### config.mk
export PLATFORM = sky130hd
export DESIGN_NAME = ascii_sentence_deframer_xor_core
export DESIGN_NICKNAME = d
export VERILOG_FILES = /design/src/hw/rtl/asdx_pkg.sv /design/src/hw/rtl/ascii_sentence_deframer_xor_core.sv /design/src/hw/rtl/asdx_front.sv /design/src/hw/rtl/asdx_queue.sv /design/src/hw/rtl/asdx_back.sv
export SDC_FILE = /design/constraint.sdc
export NUM_CORES = 1
export LEC_CHECK = 0
export ABC_AREA = 1
export BUFFER_PORTS_ARGS = -buffer_cell sky130_fd_sc_hd__buf_4
export CORE_MARGIN = 2
export CORE_UTILIZATION = 53
export CTS_BUF_LIST = sky130_fd_sc_hd__clkbuf_4 sky130_fd_sc_hd__clkbuf_8
export CTS_CLUSTER_SIZE = 20
export DETAILED_ROUTE_END_ITERATION = 8
export PLACE_DENSITY = 0.67
export REMOVE_ABC_BUFFERS = 1
export SETUP_SLACK_MARGIN = 0.3
export SLEW_MARGIN = 40
export SYNTH_ARGS = -nofsm -noshare
export SYNTH_HDL_FRONTEND = slang
export SYNTH_HIERARCHICAL = 1
export SYNTH_SLANG_ARGS = --single-unit
### constraint.sdc
create_clock -name clk -period 2.6 [get_ports clk]
set_input_delay 0.13 -clock clk [delete_from_list [all_inputs] [get_ports clk]]
set_output_delay 0.13 -clock clk [all_outputs]
set_load 0.02 [all_outputs]
### src/hw/rtl/asdx_pkg.sv
package asdx_pkg;

    // Defaults for the top-level parameters
    localparam int unsigned MAX_PAYLOAD_DEF = 128;
    localparam int unsigned QUEUE_DEPTH_DEF = 4;

    // Framing characters
    localparam logic [7:0] CH_START = 8'h23;  // '#'
    localparam logic [7:0] CH_COMMA = 8'h2C;  // ','
    localparam logic [7:0] CH_STAR  = 8'h2A;  // '*'
    localparam logic [7:0] CH_NL    = 8'h0A;  // '\n'

    // Result kinds
    localparam logic KIND_PAYLOAD = 1'b0;
    localparam logic KIND_END     = 1'b1;

    // Message classes
    localparam logic [1:0] CLS_IMU  = 2'd0;
    localparam logic [1:0] CLS_GNSS = 2'd1;
    localparam logic [1:0] CLS_INS  = 2'd2;
    localparam logic [1:0] CLS_NONE = 2'd3;

    localparam int unsigned HDR_LEN   = 5;
    localparam int unsigned HDR_COUNT = 4;

    // Known headers and the class of each
    localparam logic [0:HDR_COUNT-1][0:HDR_LEN-1][7:0] HDR_TABLE = '{
        '{8'h41, 8'h50, 8'h49, 8'h4D, 8'h55},  // APIMU
        '{8'h41, 8'h50, 8'h47, 8'h50, 8'h53},  // APGPS
        '{8'h41, 8'h50, 8'h47, 8'h50, 8'h32},  // APGP2
        '{8'h41, 8'h50, 8'h49, 8'h4E, 8'h53}   // APINS
    };
    localparam logic [0:HDR_COUNT-1][1:0] HDR_CLASS = '{CLS_IMU, CLS_GNSS, CLS_GNSS, CLS_INS};

    // Frame phase
    typedef enum logic [1:0] {
        PH_IDLE,
        PH_HEAD,
        PH_BODY,
        PH_SUM
    } phase_t;

    // Classified input character
    typedef struct packed {
        logic [7:0] rx_char;
        logic       is_start;
        logic       is_comma;
        logic       is_star;
        logic       is_nl;
        logic       is_hex;
        logic [3:0] hex_val;
    } tok_t;

    // One result item
    typedef struct packed {
        logic       kind;
        logic [7:0] data_byte;
        logic [1:0] msg_class;
        logic       frame_ok;
        logic [7:0] payload_len;
    } res_t;

    // Class of a held header, CLS_NONE when unknown or not five characters
    function automatic logic [1:0] match_header(input logic [0:HDR_LEN-1][7:0] chars,
                                                input logic [2:0] count);
        logic [1:0] cls;
        cls = CLS_NONE;
        if (count == 3'(HDR_LEN))
        begin
            for (int i = HDR_COUNT - 1; i >= 0; i--)
            begin
                if (chars == HDR_TABLE[i])
                begin
                    cls = HDR_CLASS[i];
                end
            end
        end
        return cls;
    endfunction

endpackage

### src/hw/rtl/ascii_sentence_deframer_xor_core.sv
// Channel  Dir  tdata fields (low bit up)                        tuser
// s_*      in   rx_byte[7:0]                                     -
// m_*      out  data_byte[7:0] msg_class[9:8] frame_ok[10]       kind
//               payload_len[18:11], zero pad [23:19]
//
// While m_tready is high the rate is one byte per cycle; the back-end state machine
// retires one queued character per cycle and loads the output register in the
// same cycle. A byte passes through the queue and then the output register.
// rst_n clears the queue, the frame state and the output valid flag asynchronously.
// A stall on m_tready fills the character queue; s_tready drops only when it is full.
module ascii_sentence_deframer_xor_core #(
    parameter int unsigned MAX_PAYLOAD = asdx_pkg::MAX_PAYLOAD_DEF,
    parameter int unsigned QUEUE_DEPTH = asdx_pkg::QUEUE_DEPTH_DEF
) (
    input  logic        clk,
    input  logic        rst_n,
    input  logic        s_tvalid,
    output logic        s_tready,
    input  logic [7:0]  s_tdata,   // rx_byte[7:0]
    output logic        m_tvalid,
    input  logic        m_tready,
    output logic [23:0] m_tdata,   // data_byte, msg_class, frame_ok, payload_len, pad
    output logic        m_tuser    // kind
);
    import asdx_pkg::*;

    logic push;
    tok_t push_tok;
    logic q_full;
    logic q_valid;
    tok_t q_tok;
    logic pop;
    res_t res;

    asdx_front u_front (
        .s_tvalid (s_tvalid),
        .s_tdata  (s_tdata),
        .q_full   (q_full),
        .s_tready (s_tready),
        .push     (push),
        .tok      (push_tok)
    );

    asdx_queue #(
        .DEPTH (QUEUE_DEPTH)
    ) u_queue (
        .clk      (clk),
        .rst_n    (rst_n),
        .push     (push),
        .push_tok (push_tok),
        .pop      (pop),
        .full     (q_full),
        .q_valid  (q_valid),
        .q_tok    (q_tok)
    );

    asdx_back #(
        .MAX_PAYLOAD (MAX_PAYLOAD)
    ) u_back (
        .clk       (clk),
        .rst_n     (rst_n),
        .q_valid   (q_valid),
        .q_tok     (q_tok),
        .pop       (pop),
        .res_ready (m_tready),
        .res_valid (m_tvalid),
        .res       (res)
    );

    // Pack the result beat
    assign m_tuser = res.kind;
    assign m_tdata = {5'd0, res.payload_len, res.frame_ok, res.msg_class, res.data_byte};

endmodule

### src/hw/rtl/asdx_front.sv
module asdx_front (
    input  logic              s_tvalid,
    input  logic [7:0]        s_tdata,
    input  logic              q_full,
    output logic              s_tready,
    output logic              push,
    output asdx_pkg::tok_t    tok
);
    import asdx_pkg::*;

    // Accept whenever the queue has room; high bytes are taken and dropped
    assign s_tready = !q_full;
    assign push     = s_tvalid && !q_full && !s_tdata[7];

    // Classify the character
    always_comb
    begin
        tok.rx_char  = s_tdata;
        tok.is_start = (s_tdata == CH_START);
        tok.is_comma = (s_tdata == CH_COMMA);
        tok.is_star  = (s_tdata == CH_STAR);
        tok.is_nl    = (s_tdata == CH_NL);
        tok.is_hex   = 1'b0;
        tok.hex_val  = 4'd0;
        if (s_tdata >= 8'h30 && s_tdata <= 8'h39)
        begin
            tok.is_hex  = 1'b1;
            tok.hex_val = 4'(s_tdata - 8'h30);
        end
        else if (s_tdata >= 8'h41 && s_tdata <= 8'h46)
        begin
            tok.is_hex  = 1'b1;
            tok.hex_val = 4'(s_tdata - 8'h37);
        end
        else if (s_tdata >= 8'h61 && s_tdata <= 8'h66)
        begin
            tok.is_hex  = 1'b1;
            tok.hex_val = 4'(s_tdata - 8'h57);
        end
    end

endmodule

### src/hw/rtl/asdx_queue.sv
module asdx_queue #(
    parameter int unsigned DEPTH = asdx_pkg::QUEUE_DEPTH_DEF
) (
    input  logic              clk,
    input  logic              rst_n,
    input  logic              push,
    input  asdx_pkg::tok_t    push_tok,
    input  logic              pop,
    output logic              full,
    output logic              q_valid,
    output asdx_pkg::tok_t    q_tok
);
    import asdx_pkg::*;

    localparam int unsigned PtrW = (DEPTH > 1) ? $clog2(DEPTH) : 1;
    localparam int unsigned CntW = $clog2(DEPTH + 1);
    localparam logic [PtrW-1:0] LastPtr = PtrW'(DEPTH - 1);

    tok_t            mem [DEPTH];
    logic [PtrW-1:0] wr_ptr_reg, wr_ptr_next;
    logic [PtrW-1:0] rd_ptr_reg, rd_ptr_next;
    logic [CntW-1:0] count_reg, count_next;
    logic            do_push, do_pop;

    assign full    = (count_reg == CntW'(DEPTH));
    assign q_valid = (count_reg != '0);
    assign q_tok   = mem[rd_ptr_reg];
    assign do_push = push && !full;
    assign do_pop  = pop && q_valid;

    // Advance pointers with wrap and track fill
    always_comb
    begin
        wr_ptr_next = wr_ptr_reg;
        rd_ptr_next = rd_ptr_reg;
        count_next  = count_reg;
        if (do_push)
        begin
            wr_ptr_next = (wr_ptr_reg == LastPtr) ? '0 : wr_ptr_reg + 1'b1;
        end
        if (do_pop)
        begin
            rd_ptr_next = (rd_ptr_reg == LastPtr) ? '0 : rd_ptr_reg + 1'b1;
        end
        if (do_push && !do_pop)
        begin
            count_next = count_reg + 1'b1;
        end
        else if (!do_push && do_pop)
        begin
            count_next = count_reg - 1'b1;
        end
    end

    always_ff @(posedge clk or negedge rst_n)
    begin
        if (!rst_n)
        begin
            wr_ptr_reg <= '0;
            rd_ptr_reg <= '0;
            count_reg  <= '0;
        end
        else
        begin
            wr_ptr_reg <= wr_ptr_next;
            rd_ptr_reg <= rd_ptr_next;
            count_reg  <= count_next;
        end
    end

    // Store entries
    always_ff @(posedge clk)
    begin
        if (do_push)
        begin
            mem[wr_ptr_reg] <= push_tok;
        end
    end

    // Fill never passes the depth
    a_count_bound: assert property (@(posedge clk) disable iff (!rst_n)
        count_reg <= CntW'(DEPTH))
        else $error("queue fill above depth");

    // A push into a full queue without a pop keeps it full
    a_full_hold: assert property (@(posedge clk) disable iff (!rst_n)
        full && !pop |=> full)
        else $error("queue lost an entry");

endmodule

### src/hw/rtl/asdx_back.sv
module asdx_back #(
    parameter int unsigned MAX_PAYLOAD = asdx_pkg::MAX_PAYLOAD_DEF
) (
    input  logic              clk,
    input  logic              rst_n,
    input  logic              q_valid,
    input  asdx_pkg::tok_t    q_tok,
    output logic              pop,
    input  logic              res_ready,
    output logic              res_valid,
    output asdx_pkg::res_t    res
);
    import asdx_pkg::*;

    localparam logic [7:0] MaxLen = 8'(MAX_PAYLOAD);

    phase_t      phase_reg, phase_next;
    logic [7:0]  hdr_reg [HDR_LEN];
    logic [0:HDR_LEN-1][7:0] hdr_vec;
    logic [2:0]  hcount_reg, hcount_next;
    logic [7:0]  xor_reg, xor_next;
    logic [7:0]  sum_reg, sum_next;
    logic [1:0]  dcount_reg, dcount_next;
    logic [7:0]  bcount_reg, bcount_next;
    logic [1:0]  cls_reg, cls_next;
    logic        bad_reg, bad_next;
    logic        out_valid_reg, out_valid_next;
    res_t        out_reg, out_next;
    logic        hdr_we;
    logic [1:0]  hdr_cls;
    logic        gen;
    res_t        gen_res;

    always_comb
    begin
        for (int i = 0; i < HDR_LEN; i++)
        begin
            hdr_vec[i] = hdr_reg[i];
        end
    end
    assign hdr_cls = match_header(hdr_vec, hcount_reg);

    // Take a character whenever the output register is free or draining
    assign pop = q_valid && (!out_valid_reg || res_ready);

    // Frame state machine
    always_comb
    begin
        phase_next  = phase_reg;
        hcount_next = hcount_reg;
        xor_next    = xor_reg;
        sum_next    = sum_reg;
        dcount_next = dcount_reg;
        bcount_next = bcount_reg;
        cls_next    = cls_reg;
        bad_next    = bad_reg;
        hdr_we      = 1'b0;
        gen         = 1'b0;
        gen_res     = '0;
        if (pop)
        begin
            case (phase_reg)
                PH_IDLE:
                begin
                    if (q_tok.is_start)
                    begin
                        phase_next  = PH_HEAD;
                        hcount_next = '0;
                        xor_next    = '0;
                        sum_next    = '0;
                        dcount_next = '0;
                        bcount_next = '0;
                        bad_next    = 1'b0;
                        cls_next    = CLS_IMU;
                    end
                end
                PH_HEAD:
                begin
                    if (q_tok.is_comma)
                    begin
                        if (hdr_cls == CLS_NONE)
                        begin
                            phase_next = PH_IDLE;
                        end
                        else
                        begin
                            cls_next   = hdr_cls;
                            xor_next   = xor_reg ^ q_tok.rx_char;
                            phase_next = PH_BODY;
                        end
                    end
                    else
                    begin
                        xor_next = xor_reg ^ q_tok.rx_char;
                        hdr_we   = (hcount_reg < 3'(HDR_LEN));
                        if (hcount_reg < 3'(HDR_LEN + 1))
                        begin
                            hcount_next = hcount_reg + 1'b1;
                        end
                    end
                end
                PH_BODY:
                begin
                    if (q_tok.is_star)
                    begin
                        phase_next  = PH_SUM;
                        dcount_next = '0;
                        sum_next    = '0;
                    end
                    else
                    begin
                        xor_next = xor_reg ^ q_tok.rx_char;
                        if (bcount_reg >= MaxLen)
                        begin
                            bad_next = 1'b1;
                        end
                        else
                        begin
                            bcount_next       = bcount_reg + 1'b1;
                            gen               = 1'b1;
                            gen_res.kind      = KIND_PAYLOAD;
                            gen_res.data_byte = q_tok.rx_char;
                            gen_res.msg_class = cls_reg;
                        end
                    end
                end
                PH_SUM:
                begin
                    if (!q_tok.is_nl)
                    begin
                        if (!q_tok.is_hex || dcount_reg >= 2'd2)
                        begin
                            bad_next = 1'b1;
                        end
                        else
                        begin
                            sum_next    = {sum_reg[3:0], q_tok.hex_val};
                            dcount_next = dcount_reg + 1'b1;
                        end
                    end
                    else
                    begin
                        gen                 = 1'b1;
                        gen_res.kind        = KIND_END;
                        gen_res.msg_class   = cls_reg;
                        gen_res.frame_ok    = !bad_reg && (dcount_reg == 2'd2)
                                              && (sum_reg == xor_reg);
                        gen_res.payload_len = bcount_reg;
                        phase_next          = PH_IDLE;
                    end
                end
                default:
                begin
                    phase_next = PH_IDLE;
                end
            endcase
        end
    end

    // Load the output register or drain it
    always_comb
    begin
        out_valid_next = out_valid_reg;
        out_next       = out_reg;
        if (gen)
        begin
            out_valid_next = 1'b1;
            out_next       = gen_res;
        end
        else if (res_ready)
        begin
            out_valid_next = 1'b0;
        end
    end

    always_ff @(posedge clk or negedge rst_n)
    begin
        if (!rst_n)
        begin
            phase_reg     <= PH_IDLE;
            hcount_reg    <= '0;
            xor_reg       <= '0;
            sum_reg       <= '0;
            dcount_reg    <= '0;
            bcount_reg    <= '0;
            cls_reg       <= CLS_IMU;
            bad_reg       <= 1'b0;
            out_valid_reg <= 1'b0;
        end
        else
        begin
            phase_reg     <= phase_next;
            hcount_reg    <= hcount_next;
            xor_reg       <= xor_next;
            sum_reg       <= sum_next;
            dcount_reg    <= dcount_next;
            bcount_reg    <= bcount_next;
            cls_reg       <= cls_next;
            bad_reg       <= bad_next;
            out_valid_reg <= out_valid_next;
        end
    end

    // Hold header characters and the result payload
    always_ff @(posedge clk)
    begin
        if (hdr_we)
        begin
            hdr_reg[hcount_reg] <= q_tok.rx_char;
        end
        out_reg <= out_next;
    end

    assign res_valid = out_valid_reg;
    assign res       = out_reg;

    // A payload beat carries no verdict and no length
    a_payload_clean: assert property (@(posedge clk) disable iff (!rst_n)
        out_valid_reg && out_reg.kind == KIND_PAYLOAD
        |-> !out_reg.frame_ok && out_reg.payload_len == 8'd0)
        else $error("payload beat with verdict fields set");

    // Payload count never passes the limit
    a_len_bound: assert property (@(posedge clk) disable iff (!rst_n)
        bcount_reg <= MaxLen)
        else $error("payload count above limit");

    // Checksum digits and header count saturate
    a_count_bound: assert property (@(posedge clk) disable iff (!rst_n)
        dcount_reg <= 2'd2 && hcount_reg <= 3'(HDR_LEN + 1))
        else $error("digit or header count out of range");

    // A stalled result is not overwritten
    a_no_overrun: assert property (@(posedge clk) disable iff (!rst_n)
        out_valid_reg && !res_ready |-> !pop)
        else $error("result overwritten while stalled");

endmodule
; ---- Word level (Yosys, flattened, before mapping)
; Memories as Yosys holds them, arrays and structs flattened.
; Index checks and enable logic that the tools add are counted.
[classes]
n_mux = 67
reduce_logical = 38
bitwise_logic = 3
add_sub_neg = 10
eq_ne = 32
order_cmp = 10
[ops]
columns = operator, count
row1 = 40-bit by 39-bit == test with 1-bit output (second input constant), 4
row2 = 8-bit two-way mux, 9
row3 = 8-bit case mux with 3 select lines, 2
row4 = 2-bit two-way mux, 19
row5 = 5-bit AND reduction, 5
row6 = 8-bit by 6-bit == test with 1-bit output (second input constant), 3
row7 = 1-bit two-way mux, 19
row8 = 2-bit inequality test (second input constant), 9
row9 = 8-bit by 7-bit greater-or-equal comparator with 1-bit output (second input constant), 2
row10 = 8-bit by 7-bit <= comparator with 1-bit output (second input constant), 2
row11 = 8-bit case mux with 2 select lines, 1
row12 = 3-bit two-way mux, 5
row13 = 5-bit two-way mux, 3
row14 = 2-bit == test (second input constant), 6
row15 = 1-bit logical AND, 12
row16 = 11-bit two-way mux, 1
row17 = 3-bit nonzero test, 3
row18 = 8-bit by 1-bit adder with 8-bit output (second input constant), 1
row19 = 8-bit by 4-bit == test with 1-bit output (second input constant), 1
row20 = 8-bit == test, 1
row21 = 8-bit by 6-bit greater-or-equal comparator with 1-bit output (second input constant), 1
row22 = 8-bit greater-or-equal comparator (second input constant), 1
row23 = 8-bit by 6-bit <= comparator with 1-bit output (second input constant), 1
row24 = 2-bit by 1-bit inequality test with 1-bit output (second input constant), 4
row25 = 26 further kinds, 45
[word_totals]
memories = 2
ff_bits = 62
word_cells = 179
ramBits = 108
in_bits = 12
output_inout_bits = 27
[memory_table]
columns = name, depth, word_bits, read_ports, rd_ports_with_merged_regs, write_ports, line
row1 = u_queue.mem, 4, 17, 1, 0, 1, asdx_queue.sv:19  ; tok_t mem [DEPTH];
row2 = u_back.hdr_reg, 5, 8, 5, 0, 1, asdx_back.sv:18  ; logic [7:0] hdr_reg [HDR_LEN];

; ---- Depth between registers and ports, before layout
; An unclocked memory read counts as a cell.
[depth]
ltp_word = 11
ltp_mapped = 16
depth_no_buf = 16

; ---- By module
; The synthesis kept the hierarchy.
[by_module_without_submodules]
columns = mod, area_each_um2, cells_each, instances
row1 = asdx_back, 4350.4, 447, 1
row2 = asdx_queue, 3234.4, 258, 1
row3 = asdx_front, 322.8, 59, 1
row4 = ascii_sentence_deframer_xor_core, 41.3, 6, 1

; ---- Least setup slack after synthesis
; No wires, ideal clock.
[synth_path]
kind = register to register
from = register u_queue.rd_ptr_reg[0]
to = memory u_back.hdr_reg[4][0] (enable)
path_slack_ns = 0.244
n_path_buf = 2
t_arrival_ns = 1.961
setup_time_ns = 0.395
t_required_ns = 2.205
stages_incl_launch_ff = 8
cell_sequence = dfrtp_1 -> buf_6 -> buf_6 -> o211ai_1 -> nand2_1 -> nor2_1 -> nand2_1 -> nor4_1
[synth_rtl]
columns = element, line
row1 = "start, declared", asdx_queue.sv:21  ; logic [PtrW-1:0] rd_ptr_reg, rd_ptr_next;
row2 = "start signal, assigned", asdx_queue.sv:66  ; rd_ptr_reg <= rd_ptr_next;
row3 = "end, declared", asdx_back.sv:18

; ---- Final worst setup path
[layout_path]
from = register u_queue.count_reg[2]
to = register u_queue.count_reg[2]
[layout_between]
word_cells_on_any_way = 17
classes_between = add/sub (2) / eq/ne (1) / mux (2) / reduce/logical (12)
[layout_rtl]
columns = element, line
row1 = "start, declared", asdx_queue.sv:22  ; logic [CntW-1:0] count_reg, count_next;
row2 = "start signal, assigned", asdx_queue.sv:67  ; count_reg <= count_next;
row3 = 3-bit nonzero test *, asdx_queue.sv:26  ; assign q_valid = (count_reg != '0);
row4 = net q_valid, ascii_sentence_deframer_xor_core.sv:30  ; logic q_valid;
row5 = 1-bit logical AND *, asdx_back.sv:44  ; assign pop = q_valid && (!out_valid_reg || res_ready);
row6 = net pop, ascii_sentence_deframer_xor_core.sv:32  ; logic pop;
row7 = 1-bit logical AND *, asdx_queue.sv:29  ; assign do_pop = pop && q_valid;
row8 = 1-bit logical NOT, asdx_queue.sv:45  ; if (do_push && !do_pop)
row9 = 1-bit logical AND, asdx_queue.sv:45
row10 = 3-bit two-way mux / 2-bit nonzero test (equally long branches), -
; The timed path passes the listed nets; every way through them passes the cells marked *. The select of a mux whose other input is x is not followed.
; A chain may end at the register's enable or synchronous reset.

==> flow_metrics.tcl <==
set metrics [dict create \
    place.port_buffers 33 \
    final_common_cell "nand2_1" \
    combPwrFrac 0.347 \
    register_area_um2 4901 \
    p_clk_frac 0.216 \
    cpPeakStageDelay_ps 420 \
    ys_ff_latch 170 \
    ir_worst_vdd_v 0.0004690 \
    switchingPower_mw 3.146 \
    ys.flop_type "edfxtp_1" \
    grt_use_total 0.1972 \
    clk-insertion-delay-late_ps 460 \
    powerDensity_nw_per_um2 944.6 \
    yosysUniqueCellTypes 41 \
    rsz0062_at_grt "false" \
    place.gp.congestion 0.8231 \
    ys_warn_count 6 \
    place_area_um2 8325 \
    synth-edff-count 128 \
    cts-root-buf "clkbuf_8" \
    cts_max_level 4 \
    design_area_um2 8874 \
    wl_per_cell_um 14.52 \
    cts_tree "yes" \
    vias_per_cell 5.115 \
    status "finished, final reports clean" \
    synthArstFlopShare 0.2471 \
    critPathMaxFanout 7 \
    clockBufferDepth 2 \
    start_util 0.5449 \
    start_kind "flip-flop" \
    firstDrtPassIters 6 \
    timing.final.crit_share 0.8165 \
    slew_headroom 0.6288 \
    crit_type "flip-flop to flip-flop" \
    fin_skew_ps 11.85 \
    cts_num_sinks 170 \
    cts_buffers 17 \
    power.leakage_nw 3.879 \
    required_ps 2950 \
    die_h_um 126.5 \
    grt_overflow 0 \
    syn_area_per_cell_um2 10.32 \
    fmax_mhz 471.0 \
    critical_path_buf_inv_count 4 \
    final_cell_mix "nand2_1, inv_1, edfxtp_1, nor2_1, buf_4" \
    crit_chain "inv_1 > nand3_2 > o21ai_2 > inv_2 > nand2_1 > ha_1 > inv_1 > fa_1 > inv_1 > nand2_1 > nand4_1 > nand2_1" \
    syn-cell-area_um2 7949 \
    final_util 0.6082 \
    power.internal_mw 5.236 \
    slew_violations 0 \
    maxCapViolations 0 \
    area_growth_pct 11.63 \
    antenna_found_initial 0 \
    drive_gt1_frac 0.1396 \
    cp_slowest_cell "dfrtp_1" \
    wl_um 14940 \
    worstMarginPinSlew_ps 556.7 \
    grt_pass1_wl_um 24600 \
    largest_reg_flops 68 \
    first_iter_violations 373 \
    ios 39 \
    setup_violations 0 \
    cp_top_family "adder cells" \
    fp.dieW_um 126.5 \
    min_period_ps 2123 \
    hpwl_um 10250 \
    drc_errors 0 \
    insertedDiodeCount 0 \
    nets 865 \
    min-delay-path-class "input pin to flip-flop" \
    hold_viol 0 \
    arrival_ps 2480 \
    ys_seq_area_frac 0.6158 \
    cp-end-kind "flip-flop" \
    swShare 0.3753 \
    grt_pass1_vias 5148 \
    power_mw 8.382 \
    grt_max_degree 43 \
    fillers 1192 \
    coreArea_um2 14590 \
    num_rows 44 \
    pwr-share-seq 0.437 \
    path_clk_slew_ps 90 \
    multi_input_area_um2 2298 \
    dieArea_um2 15990 \
    via_count 5263 \
    ant_nets 0 \
    synth_cells 770 \
]
[synth_stat cells (4+ instances only)]
cell / instances / area share
nor3_1: 9 / 0.0057
edfxtp_1: 128 / 0.48
nand3_1: 37 / 0.023
dfrtp_1: 42 / 0.13
o22ai_1: 8 / 0.0063
ha_1: 20 / 0.031
nor2_1: 74 / 0.035
buf_6: 10 / 0.014
buf_4: 14 / 0.013
a21oi_1: 9 / 0.0057
o211ai_1: 30 / 0.028
nand2_1: 168 / 0.079
a211oi_1: 4 / 0.0038
o211ai_2: 4 / 0.0063
inv_2: 5 / 0.0024
nand2_2: 5 / 0.0039
o21ai_0: 21 / 0.013
nand4_1: 6 / 0.0047
inv_1: 140 / 0.066
xnor2_1: 8 / 0.0088
[power by group through the flow]
| stage | logic (mW) | clock network, mW | registers (mW) |
|---|---|---|---|
| 2_1_floorplan | 1.89 | 0 | 3.76 |
| 3_3_place_gp | 2.70 | 0 | 3.72 |
| 3_5_place_dp | 2.78 | 0 | 3.74 |
| 4_1_cts | 2.80 | 1.85 | 3.68 |
| 5_1_grt | 3.28 | 1.97 | 3.70 |
| 6_report | 2.91 | 1.81 | 3.66 |
[worst min-delay path: stages]
cell and delay, ps:
buf_4 110, nand2_1 70, nor2_2 50, nand3_1 70
nand2_1 50
[through the flow]
stage | hold WS, ps | TNS, ps | worst slack (ps) | instances
finish | 44.34 | 0 | 477.1 | 1029
global route | 61.31 | 0 | 300.9 | 1029
CTS | 38.81 | 0 | 363.2 | 1022
detailed placement | 155.8 | 0 | 371.4 | 980
global placement | 149.5 | 0 | 458.0 | 980
floorplan | -165.6 | -26280 | -612.0 | 749
[kinds of logic (layout without fill, tap and decap cells)]
family                   count (synthesis)  count (layout)  share of synthesized area
flip-flops                             170             170                     0.6158
AO/OA/AOI/OAI                           81              81                    0.06832
buffers and inverters                  171             242                    0.09728
XOR/XNOR                                10              10                    0.01102
adder cells (fa/ha/maj)                 21              21                    0.03400
other                                    1               5                  0.0004718
AND/OR/NAND/NOR                        316             316                     0.1731
[metal layers]
metal | global-route usage | wire length [µm]
met4 | 0.08403 | 415
met3 | 0.04850 | 624
met5 | 0 | 0
met1 | 0.2519 | 6734
met2 | 0.3231 | 7166
[final timing paths]
path                                                  startpoint                           endpoint  slack [ps]  depth (start not counted)
worst max-delay path            u_queue/count_reg[2]$_DFFE_PN0P_   u_queue/count_reg[2]$_DFFE_PN0P_         480                         12
worst min-delay path                                    s_tvalid  u_queue/wr_ptr_reg[0]$_DFFE_PN0P_          40                          5
worst max register to register  u_queue/count_reg[2]$_DFFE_PN0P_   u_queue/count_reg[2]$_DFFE_PN0P_         480                         12
worst min register to register     u_back/cls_reg[1]$_DFFE_PN0P_      u_back/cls_reg[1]$_DFFE_PN0P_         500                          2
max in group asynchronous                                  rst_n  u_queue/rd_ptr_reg[0]$_DFFE_PN0P_        2000                          2
min in group asynchronous                                  rst_n  u_queue/wr_ptr_reg[0]$_DFFE_PN0P_         170                          2
[layout make-up]
cell class / count / share of cell area
clock buffer: 18 / 0.02721
clock inverter: 14 / 0.01622
inverter: 146 / 0.06232
multi-input combinational: 433 / 0.2590
sequential: 170 / 0.5523
tap: 184 / 0.02594
timing repair buffer: 64 / 0.05697
[timing repair]
| item | CTS | global route |
|---|---|---|
| hold buffers | 10 | 0 |
| setup endpoints to repair | 0 | 37 |
| buffers inserted | 0 | 7 |
| hold endpoints to repair | 75 | 0 |
| gates resized for setup | 0 | 5 |
Power figures use the tool's default switching activity.
